**src/timer_prescaler_period_search_top_macros.svh**
```systemverilog
// ----------------------------------------------------------------------------
// timer_prescaler_period_search_top_macros.svh
// Assertion macros for the timer prescaler period search block.
// ----------------------------------------------------------------------------
`ifndef TIMER_PRESCALER_PERIOD_SEARCH_TOP_MACROS_SVH
`define TIMER_PRESCALER_PERIOD_SEARCH_TOP_MACROS_SVH

// a implies b in the same cycle
`define TPS_ASSERT_NOW(label, clk, rst_n, a, b, msg) \
	label: assert property (@(posedge clk) disable iff (!rst_n) (a) |-> (b)) \
		else $error(msg);

// a implies b, with b checked after the delay n
`define TPS_ASSERT_AFTER(label, clk, rst_n, a, n, b, msg) \
	label: assert property (@(posedge clk) disable iff (!rst_n) (a) |-> ##n (b)) \
		else $error(msg);

`endif

```
**src/tps_pkg.sv**
```systemverilog
// ----------------------------------------------------------------------------
// tps_pkg
// Types and constants shared by the timer prescaler period search block.
// ----------------------------------------------------------------------------
`timescale 1ns / 1ps
`default_nettype none

package tps_pkg;

	localparam int CLK_W        = 32;
	localparam int FREQ_W       = 16;
	localparam int PERIOD_W     = 16;
	localparam int PERIOD_WIDTH = 16;
	localparam int CODE_W       = 3;
	localparam int PRE_NUM      = 7;
	localparam int ERR_W        = 11;
	localparam int DIV_STAGES   = CLK_W;
	localparam int LATENCY      = DIV_STAGES + 1;

	localparam logic [CLK_W-1:0]  CLOCK_RESET  = 32'd32000000;
	localparam logic [CODE_W-1:0] CODE_DEFAULT = 3'd1;
	localparam logic [CLK_W:0]    MAX_QUOT     = (CLK_W + 1)'(1) << PERIOD_WIDTH;

	// log2 of the prescalers 1, 2, 4, 8, 64, 256, 1024
	localparam int PRE_SHIFT [PRE_NUM] = '{0, 1, 2, 3, 6, 8, 10};

	typedef struct packed {
		logic              valid;
		logic              bad;
		logic [FREQ_W-1:0] divisor;
		logic [FREQ_W-1:0] rem;
		logic [CLK_W-1:0]  num;
		logic [CLK_W-1:0]  quo;
	} div_stage_t;

	typedef struct packed {
		logic                done;
		logic                bad;
		logic [CODE_W-1:0]   code;
		logic [PERIOD_W-1:0] period;
	} result_t;

	function automatic logic [ERR_W-1:0] err_mask(input int shift);
		return (ERR_W'(1) << shift) - ERR_W'(1);
	endfunction

endpackage

`default_nettype wire

```
**src/timer_prescaler_period_search_top.sv**
```systemverilog
// ----------------------------------------------------------------------------
// timer_prescaler_period_search_top
// Picks the timer prescaler and period closest to a wanted tick frequency.
// ----------------------------------------------------------------------------
// An accepted start reaches the done strobe through the divider cells and the select register.
// Throughput: one request per cycle; busy is always low.
// A chain of 32 divider cells retires one quotient bit each, then one
// register scores the prescalers. Results cannot be stalled.
// Reset clears the pipeline valids and loads core_clock_hz with 32000000.
`timescale 1ns / 1ps
`default_nettype none
`include "timer_prescaler_period_search_top_macros.svh"

module timer_prescaler_period_search_top (
	input  wire                           clk,
	input  wire                           arst_n,
	input  wire                           core_clock_hz_we,
	input  wire  [tps_pkg::CLK_W-1:0]     core_clock_hz_wdata,
	input  wire                           start,
	output logic                          busy,
	input  wire  [tps_pkg::FREQ_W-1:0]    wanted_frequency,
	output logic                          done,
	output logic [tps_pkg::CODE_W-1:0]    clock_select,
	output logic [tps_pkg::PERIOD_W-1:0]  period,
	output logic                          bad_frequency
);
	import tps_pkg::*;

	logic [CLK_W-1:0] core_clock_q;
	div_stage_t       chain [DIV_STAGES+1];
	result_t          result;

	always_ff @(posedge clk or negedge arst_n) begin
		if (!arst_n) begin
			core_clock_q <= CLOCK_RESET;
		end else if (core_clock_hz_we) begin
			core_clock_q <= core_clock_hz_wdata;
		end
	end

	assign busy = 1'b0;

	always_comb begin
		chain[0].valid   = start;
		chain[0].bad     = wanted_frequency == '0;
		chain[0].divisor = wanted_frequency;
		chain[0].rem     = '0;
		chain[0].num     = core_clock_q;
		chain[0].quo     = '0;
	end

	for (genvar g = 0; g < DIV_STAGES; g++) begin : g_cell
		tps_div_cell u_cell (
			.clk       (clk),
			.arst_n    (arst_n),
			.stage_in  (chain[g]),
			.stage_out (chain[g+1])
		);
	end

	tps_select u_select (
		.clk      (clk),
		.arst_n   (arst_n),
		.stage_in (chain[DIV_STAGES]),
		.result   (result)
	);

	assign done          = result.done;
	assign clock_select  = result.code;
	assign period        = result.period;
	assign bad_frequency = result.bad;

	`TPS_ASSERT_NOW(a_code_nonzero, clk, arst_n, done, clock_select != '0, "zero clock select")
	`TPS_ASSERT_NOW(a_bad_default, clk, arst_n, done && bad_frequency,
		clock_select == CODE_DEFAULT && period == '0, "bad request not defaulted")
	`TPS_ASSERT_AFTER(a_bad_latency, clk, arst_n, start && wanted_frequency == '0, LATENCY,
		done && bad_frequency, "zero frequency request lost")
	`TPS_ASSERT_AFTER(a_good_latency, clk, arst_n, start && wanted_frequency != '0, LATENCY,
		done && !bad_frequency, "request lost")

endmodule

`default_nettype wire

```
**src/tps_div_cell.sv**
```systemverilog
// ----------------------------------------------------------------------------
// tps_div_cell
// One restoring division step: retires one quotient bit per request.
// ----------------------------------------------------------------------------
`timescale 1ns / 1ps
`default_nettype none

module tps_div_cell (
	input  wire                 clk,
	input  wire                 arst_n,
	input  tps_pkg::div_stage_t stage_in,
	output tps_pkg::div_stage_t stage_out
);
	import tps_pkg::*;

	logic [FREQ_W:0]   trial;
	logic              take;
	logic [FREQ_W-1:0] rem_next;

	always_comb begin
		trial    = {stage_in.rem, stage_in.num[CLK_W-1]};
		take     = trial >= {1'b0, stage_in.divisor};
		rem_next = take ? FREQ_W'(trial - {1'b0, stage_in.divisor}) : trial[FREQ_W-1:0];
	end

	always_ff @(posedge clk or negedge arst_n) begin
		if (!arst_n) begin
			stage_out <= '0;
		end else begin
			stage_out.valid   <= stage_in.valid;
			stage_out.bad     <= stage_in.bad;
			stage_out.divisor <= stage_in.divisor;
			stage_out.rem     <= rem_next;
			stage_out.num     <= {stage_in.num[CLK_W-2:0], 1'b0};
			stage_out.quo     <= {stage_in.quo[CLK_W-2:0], take};
		end
	end

endmodule

`default_nettype wire

```
**src/tps_select.sv**
```systemverilog
// ----------------------------------------------------------------------------
// tps_select
// Scores the seven prescalers against the tick count and registers the best.
// ----------------------------------------------------------------------------
`timescale 1ns / 1ps
`default_nettype none

module tps_select (
	input  wire                 clk,
	input  wire                 arst_n,
	input  tps_pkg::div_stage_t stage_in,
	output tps_pkg::result_t    result
);
	import tps_pkg::*;

	logic [CLK_W-1:0]    ticks;
	logic [CLK_W-1:0]    quot;
	logic [ERR_W-1:0]    err;
	logic [ERR_W-1:0]    best_err;
	logic                found;
	logic [CODE_W-1:0]   best_code;
	logic [PERIOD_W-1:0] best_period;

	always_comb begin
		ticks       = stage_in.quo;
		quot        = '0;
		err         = '0;
		best_err    = '0;
		found       = 1'b0;
		best_code   = CODE_DEFAULT;
		best_period = '0;
		for (int i = 0; i < PRE_NUM; i++) begin
			quot = ticks >> PRE_SHIFT[i];
			err  = ticks[ERR_W-1:0] & err_mask(PRE_SHIFT[i]);
			if (quot != '0 && {1'b0, quot} <= MAX_QUOT && (!found || err < best_err)) begin
				found       = 1'b1;
				best_err    = err;
				best_code   = CODE_W'(i + 1);
				best_period = PERIOD_W'(quot - CLK_W'(1));
			end
		end
		if (stage_in.bad) begin
			best_code   = CODE_DEFAULT;
			best_period = '0;
		end
	end

	always_ff @(posedge clk or negedge arst_n) begin
		if (!arst_n) begin
			result <= '0;
		end else begin
			result.done   <= stage_in.valid;
			result.bad    <= stage_in.bad;
			result.code   <= best_code;
			result.period <= best_period;
		end
	end

endmodule

`default_nettype wire

```
**config.mk**
```make
export PLATFORM = sky130hd
export DESIGN_NAME = timer_prescaler_period_search_top
export DESIGN_NICKNAME = d
export VERILOG_FILES = /design/src/tps_pkg.sv /design/src/timer_prescaler_period_search_top.sv /design/src/tps_div_cell.sv /design/src/tps_select.sv
export VERILOG_INCLUDE_DIRS = /design/src /design/src/src
export SDC_FILE = /design/constraint.sdc
export NUM_CORES = 2
export LEC_CHECK = 0
export BUFFER_PORTS_ARGS = -buffer_cell sky130_fd_sc_hd__buf_2
export CAP_MARGIN = 20
export CORE_ASPECT_RATIO = 0.8
export CORE_MARGIN = 2
export CORE_UTILIZATION = 43
export CTS_CLUSTER_DIAMETER = 50
export CTS_CLUSTER_SIZE = 30
export DETAILED_ROUTE_END_ITERATION = 8
export PLACE_DENSITY_LB_ADDON = 0.1
export SETUP_SLACK_MARGIN = 0.3
export SYNTH_ARGS = -nofsm -noshare
export SYNTH_HDL_FRONTEND = slang
export SYNTH_SLANG_ARGS = --single-unit
```
**constraint.sdc**
```tcl
create_clock -name clk -period 7.8 [get_ports clk]
set_clock_uncertainty 0.1 [all_clocks]
set_input_delay 0.78 -clock clk [delete_from_list [all_inputs] [get_ports clk]]
set_output_delay 0.78 -clock clk [all_outputs]
set_load 0.01 [all_outputs]
```
==> impl_metrics.sql <==
INSERT INTO impl_metrics (metric_group, metric, value, unit) VALUES
('hold_path', 'timing.hold.worst.start', 'core_clock_hz_wdata[31]', ''),
('synth', 'syn_area', '87320', 'sq um'),
('global_route', 'grt_usage', '0.1844', ''),
('sta', 'maxSlewHeadroom', '0.1714', ''),
('place', 'placed_cell_area', '91320', 'sq um'),
('routing', 'routed-via-count', '51329', ''),
('synth', 'yosys_reg_bits', '2133', ''),
('place', 'dp.final_hpwl', '137800', 'um'),
('floorplan', 'ios', '74', ''),
('sta', 'timing.final.max_slew_violations', '0', ''),
('synth', 'proportion_of_synthesized_chip_area_in_sequential_cells', '0.6114', ''),
('synth', 'synthFlopType', 'sky130_fd_sc_hd__dfrtp_1', ''),
('critical_path', 'critPathArrivalTime', '7330', 'ps'),
('sta', 'min_period_over_period', '0.8696', ''),
('sta', 'worst_slew_pin_slew', '1212', 'ps'),
('floorplan', 'row_count', '147', ''),
('routing', 'antenna_violating_nets_post_route', '0', ''),
('cts', 'cts-buffers-inserted', '169', ''),
('sta', 'tns', '0', 'ps'),
('synth', 'synth_cell_types', '93', ''),
('global_route', 'grt_max_degree', '186', ''),
('cts', 'cts_tree', 'yes', ''),
('cts', 'post_cts_resized', '0', ''),
('place', 'place_inst', '9614', ''),
('sta', 'period_needed', '6783', 'ps'),
('outcome', 'run_status', 'finished, final reports clean', ''),
('global_route', 'met1_usage', '0.3062', ''),
('global_route', 'gr-usage-met2', '0.2524', ''),
('cts', 'clock_path_buffers', '3', ''),
('global_route', 'global_route.usage.met3', '0.02793', ''),
('final_layout', 'seq_area', '53390', 'sq um'),
('critical_path', 'cp_data_required_time', '8350', 'ps'),
('final_layout', 'layout_net_count', '7735', ''),
('cts', 'cts.sink_count', '2133', ''),
('job', 'drv_cap', '0', ''),
('place', 'gpl.final_weighted_congestion', '0.8899', ''),
('routing', 'wl', '186500', 'um'),
('routing', 'routed_wire_length_per_instance', '18.72', 'um'),
('pwr', 'fin_total_pwr', '36690', 'uW'),
('global_route', 'remaining_global_route_overflow', '0', ''),
('final_layout', 'multi_input_comb_area', '30900', 'sq um'),
('final_layout', 'stdcell_count', '9965', ''),
('pwr', 'leakagePower', '0.04681', 'uW'),
('synth', 'yosysWarningCount', '0', ''),
('floorplan', 'design.die.area', '206700', 'sq um'),
('synth', 'synth_cells', '6896', ''),
('sta', 'maxClockFrequency', '147.4', 'MHz'),
('cts', 'clock-root-buffer', 'sky130_fd_sc_hd__clkbuf_16', ''),
('floorplan', 'dieHeight', '407.1', 'um'),
('synth', 'syn_nets', '7496', ''),
('routing', 'first_iter_violations', '3644', ''),
('synth', 'synth_edf_count', '0', ''),
('routing', 'vias_per_cell', '5.151', ''),
('floorplan', 'core', '201200', 'sq um'),
('pwr', 'powerDensity', '374.1', 'nW/um^2'),
('final_layout', 'synthToLayoutAreaGrowth', '12.31', '%'),
('routing', 'drt_drc_violations_left', '0', ''),
('synth', 'mean_cell_area_of_the_mapped_netlist', '12.66', 'sq um'),
('floorplan', 'die_width', '507.8', 'um'),
('cts', 'htreeDepth', '4', ''),
('final_layout', 'layout.filler_cells', '17814', ''),
('final_layout', 'final_design_area_no_fill', '98070', 'sq um'),
('final_layout', 'drive_gt1_frac', '0.1242', ''),
('global_route', 'grt_pass1_wl', '301000', 'um'),
('critical_path', 'worstReg2RegStart', 'g_cell[31].u_cell.stage_out[6]', ''),
('sta', 'setup_slack', '1017', 'ps'),
('place', 'port-buffer-count', '72', ''),
('global_route', 'antenna_found_initial', '3', ''),
('sta', 'hold_viol', '0', ''),
('sta', 'finalSetupViolations', '0', ''),
('global_route', 'busiest_layer', 'met1', ''),
('place', 'preCtsSetupSlack', '1045', 'ps'),
('hold_path', 'min-delay-path-class', 'in -> reg', ''),
('critical_path', 'worstSetupStartpoint', 'g_cell[31].u_cell.stage_out[6]', ''),
('critical_path', 'critical_path.startpoint_type', 'flop', ''),
('routing', 'drt_pre_antenna_iters', '5', ''),
('floorplan', 'floorplan.initialDensity', '0.4340', ''),
('cts', 'clk_latency', '810', 'ps'),
('critical_path', 'cp_max_fo', '26', ''),
('sta', 'rsz0062_at_grt', 'no', ''),
('critical_path', 'timing_worst_setup_path_type', 'reg -> reg', ''),
('critical_path', 'end_kind', 'flop', ''),
('pwr', 'vdd.ir_drop.worst', '0.0002354', 'V'),
('cts', 'clk_pin_slew_worst_paths', '90', 'ps'),
('cts', 'postCtsSetupRepairBufs', '0', ''),
('global_route', 'number_of_global_route_vias_before_repair', '51782', ''),
('synth', 'async_reset_ff_frac', '1.000', '');
[layout by cell type, fill, tap and decap left out, types with 72 or more instances in the layout]
| cell | synthesis | routed |
|---|---|---|
| sky130_fd_sc_hd__dfrtp_1 | 2126 | 2126 |
| sky130_fd_sc_hd__inv_1 | 671 | 671 |
| sky130_fd_sc_hd__ha_1 | 518 | 518 |
| sky130_fd_sc_hd__mux2_2 | 352 | 352 |
| sky130_fd_sc_hd__a21oi_1 | 326 | 324 |
| sky130_fd_sc_hd__nor2_1 | 306 | 305 |
| sky130_fd_sc_hd__xnor2_1 | 297 | 297 |
| sky130_fd_sc_hd__nand2_1 | 222 | 222 |
| sky130_fd_sc_hd__nor3_1 | 203 | 203 |
| sky130_fd_sc_hd__nand3_1 | 183 | 183 |
| sky130_fd_sc_hd__clkbuf_16 | 0 | 175 |
| sky130_fd_sc_hd__a21o_1 | 141 | 141 |
| sky130_fd_sc_hd__nor2b_1 | 122 | 121 |
| sky130_fd_sc_hd__o21ai_0 | 120 | 120 |
| sky130_fd_sc_hd__o21a_1 | 100 | 100 |
| sky130_fd_sc_hd__or3_1 | 90 | 90 |
| sky130_fd_sc_hd__xor2_1 | 90 | 90 |
| sky130_fd_sc_hd__nand4_1 | 83 | 83 |
| sky130_fd_sc_hd__mux2i_1 | 75 | 75 |
| sky130_fd_sc_hd__o31ai_1 | 72 | 72 |
[flip-flops by register name, summed over array words and instances, names as in the netlist]
signal                   cells
u_select.result             21
g_cell.u_cell.stage_out   2080
core_clock_q                32
[layer usage]
layer / wire, um / up-vias
li1: - / 24533
met1: 101000 / 25708
met2: 75010 / 884
met3: 7852 / 204
met4: 2716 / 0
met5: 0 / -
[final timing paths]
| check | slack, ps | cells past startpoint | end |
|---|---|---|---|
| hold / removal | 100 | 3 | core_clock_q[31] |
| setup / recovery | 1020 | 25 | u_select.result[1] |
| setup reg to reg | 1020 | 25 | u_select.result[1] |
| max in group asynchronous | 5170 | 4 | g_cell[13].u_cell.stage_out[73] |
| hold reg to reg | 220 | 0 | g_cell[22].u_cell.stage_out[2] |
| min in group asynchronous | 460 | 2 | u_select.result[8] |
[power by group]
group | leakage [uW] | internal, uW | switching (uW)
Clock | 0.00308 | 4820 | 4710
Combinational | 0.0180 | 5760 | 7000
Sequential | 0.0257 | 13200 | 1180
Total | 0.0468 | 23800 | 12900
[repair_timing]
action | 4_1_cts | 5_1_grt
endpoints found under the setup margin | 0 | 0
hold buffers | 17 | 0
endpoints found under the hold margin | 118 | 0
[critical path, stage by stage, from the launching register on]
cell	delay (ps)
sky130_fd_sc_hd__dfrtp_1	520
sky130_fd_sc_hd__inv_1	250
sky130_fd_sc_hd__ha_1	440
sky130_fd_sc_hd__nand3_1	300
sky130_fd_sc_hd__nor2_2	240
sky130_fd_sc_hd__a311o_2	330
sky130_fd_sc_hd__nand2_4	170
sky130_fd_sc_hd__or4_1	680
sky130_fd_sc_hd__o21ai_4	290
sky130_fd_sc_hd__o21ai_0	150
sky130_fd_sc_hd__ha_1	290
sky130_fd_sc_hd__o21ai_0	130
sky130_fd_sc_hd__and3b_1	210
sky130_fd_sc_hd__nor2_1	70
sky130_fd_sc_hd__o41ai_4	310
sky130_fd_sc_hd__and2b_1	270
sky130_fd_sc_hd__o21ai_0	130
sky130_fd_sc_hd__ha_1	330
sky130_fd_sc_hd__a21oi_1	150
sky130_fd_sc_hd__nand2_1	70
sky130_fd_sc_hd__a31oi_1	230
sky130_fd_sc_hd__o21ai_1	130
sky130_fd_sc_hd__a21oi_2	200
sky130_fd_sc_hd__buf_12	210
sky130_fd_sc_hd__nor4_1	80
sky130_fd_sc_hd__a2111oi_2	370
[metrics by stage]
step / utilization / hold WS (ps)
2_1_floorplan: - / 231.2
3_3_place_gp: 0.4537 / 231.1
3_5_place_dp: 0.4538 / 234.7
4_1_cts: 0.4865 / 12.44
5_1_grt: 0.4873 / 32.94
6_report: 0.4874 / 96.21
[cells by family (layout without fill, tap and decap cells)]
logic type | Yosys count | count (layout) | synth area share
other | 1 | 4 | 0.00004295
AOI/OAI and AO/OA | 1195 | 1195 | 0.09701
xor gates and xnor gates | 387 | 387 | 0.03882
and+or+nand+nor | 1417 | 1417 | 0.08263
buffers and inverters | 788 | 1172 | 0.03503
adders and majority gates | 548 | 548 | 0.08110
DFF | 2133 | 2133 | 0.6114
muxes | 427 | 427 | 0.05399
[synth_stat cells, drive strengths merged, types with 9 or more instances]
master | n | share of area
a211oi | 35 | 0.0030
or2 | 40 | 0.0029
nand3 | 183 | 0.010
o41ai | 31 | 0.0033
o221ai | 14 | 0.0014
o21ai | 122 | 0.0071
inv | 672 | 0.029
mux2i | 75 | 0.0086
nor4 | 68 | 0.0053
or3 | 90 | 0.0064
o31a | 65 | 0.0065
o211ai | 11 | 0.00095
a2111oi | 30 | 0.0031
nand2b | 15 | 0.0011
o21a | 100 | 0.0086
dfrtp | 2126 | 0.61
o311ai | 31 | 0.0031
nor3 | 204 | 0.012
nor2 | 309 | 0.013
xor2 | 90 | 0.0090
a31o | 10 | 0.0010
mux2 | 352 | 0.045
and3 | 13 | 0.00093
nor2b | 122 | 0.0087
a31oi | 12 | 0.00086
ha | 518 | 0.074
or4 | 9 | 0.00082
nand2 | 223 | 0.0097
a41o | 24 | 0.0028
a21boi | 30 | 0.0026
xnor2 | 297 | 0.030
a211o | 31 | 0.0031
clkbuf | 39 | 0.0017
a21oi | 327 | 0.019
nand3b | 28 | 0.0024
fa | 30 | 0.0069
nand4 | 83 | 0.0059
o211a | 29 | 0.0033
buf | 75 | 0.0044
o41a | 24 | 0.0031
o311a | 25 | 0.0029
a21o | 141 | 0.012
o31ai | 72 | 0.0062
[layout make-up]
cell class | count | area share
flip-flops and latches | 2133 | 0.5444
inverters | 674 | 0.02580
diodes | 3 | 0.00007655
well taps | 2682 | 0.03422
repair buffers | 182 | 0.01503
multi-input cells | 3975 | 0.3151
clock inverters | 131 | 0.01966
clock buffers | 185 | 0.04575
Note: power is estimated with default switching activity, not from simulation.
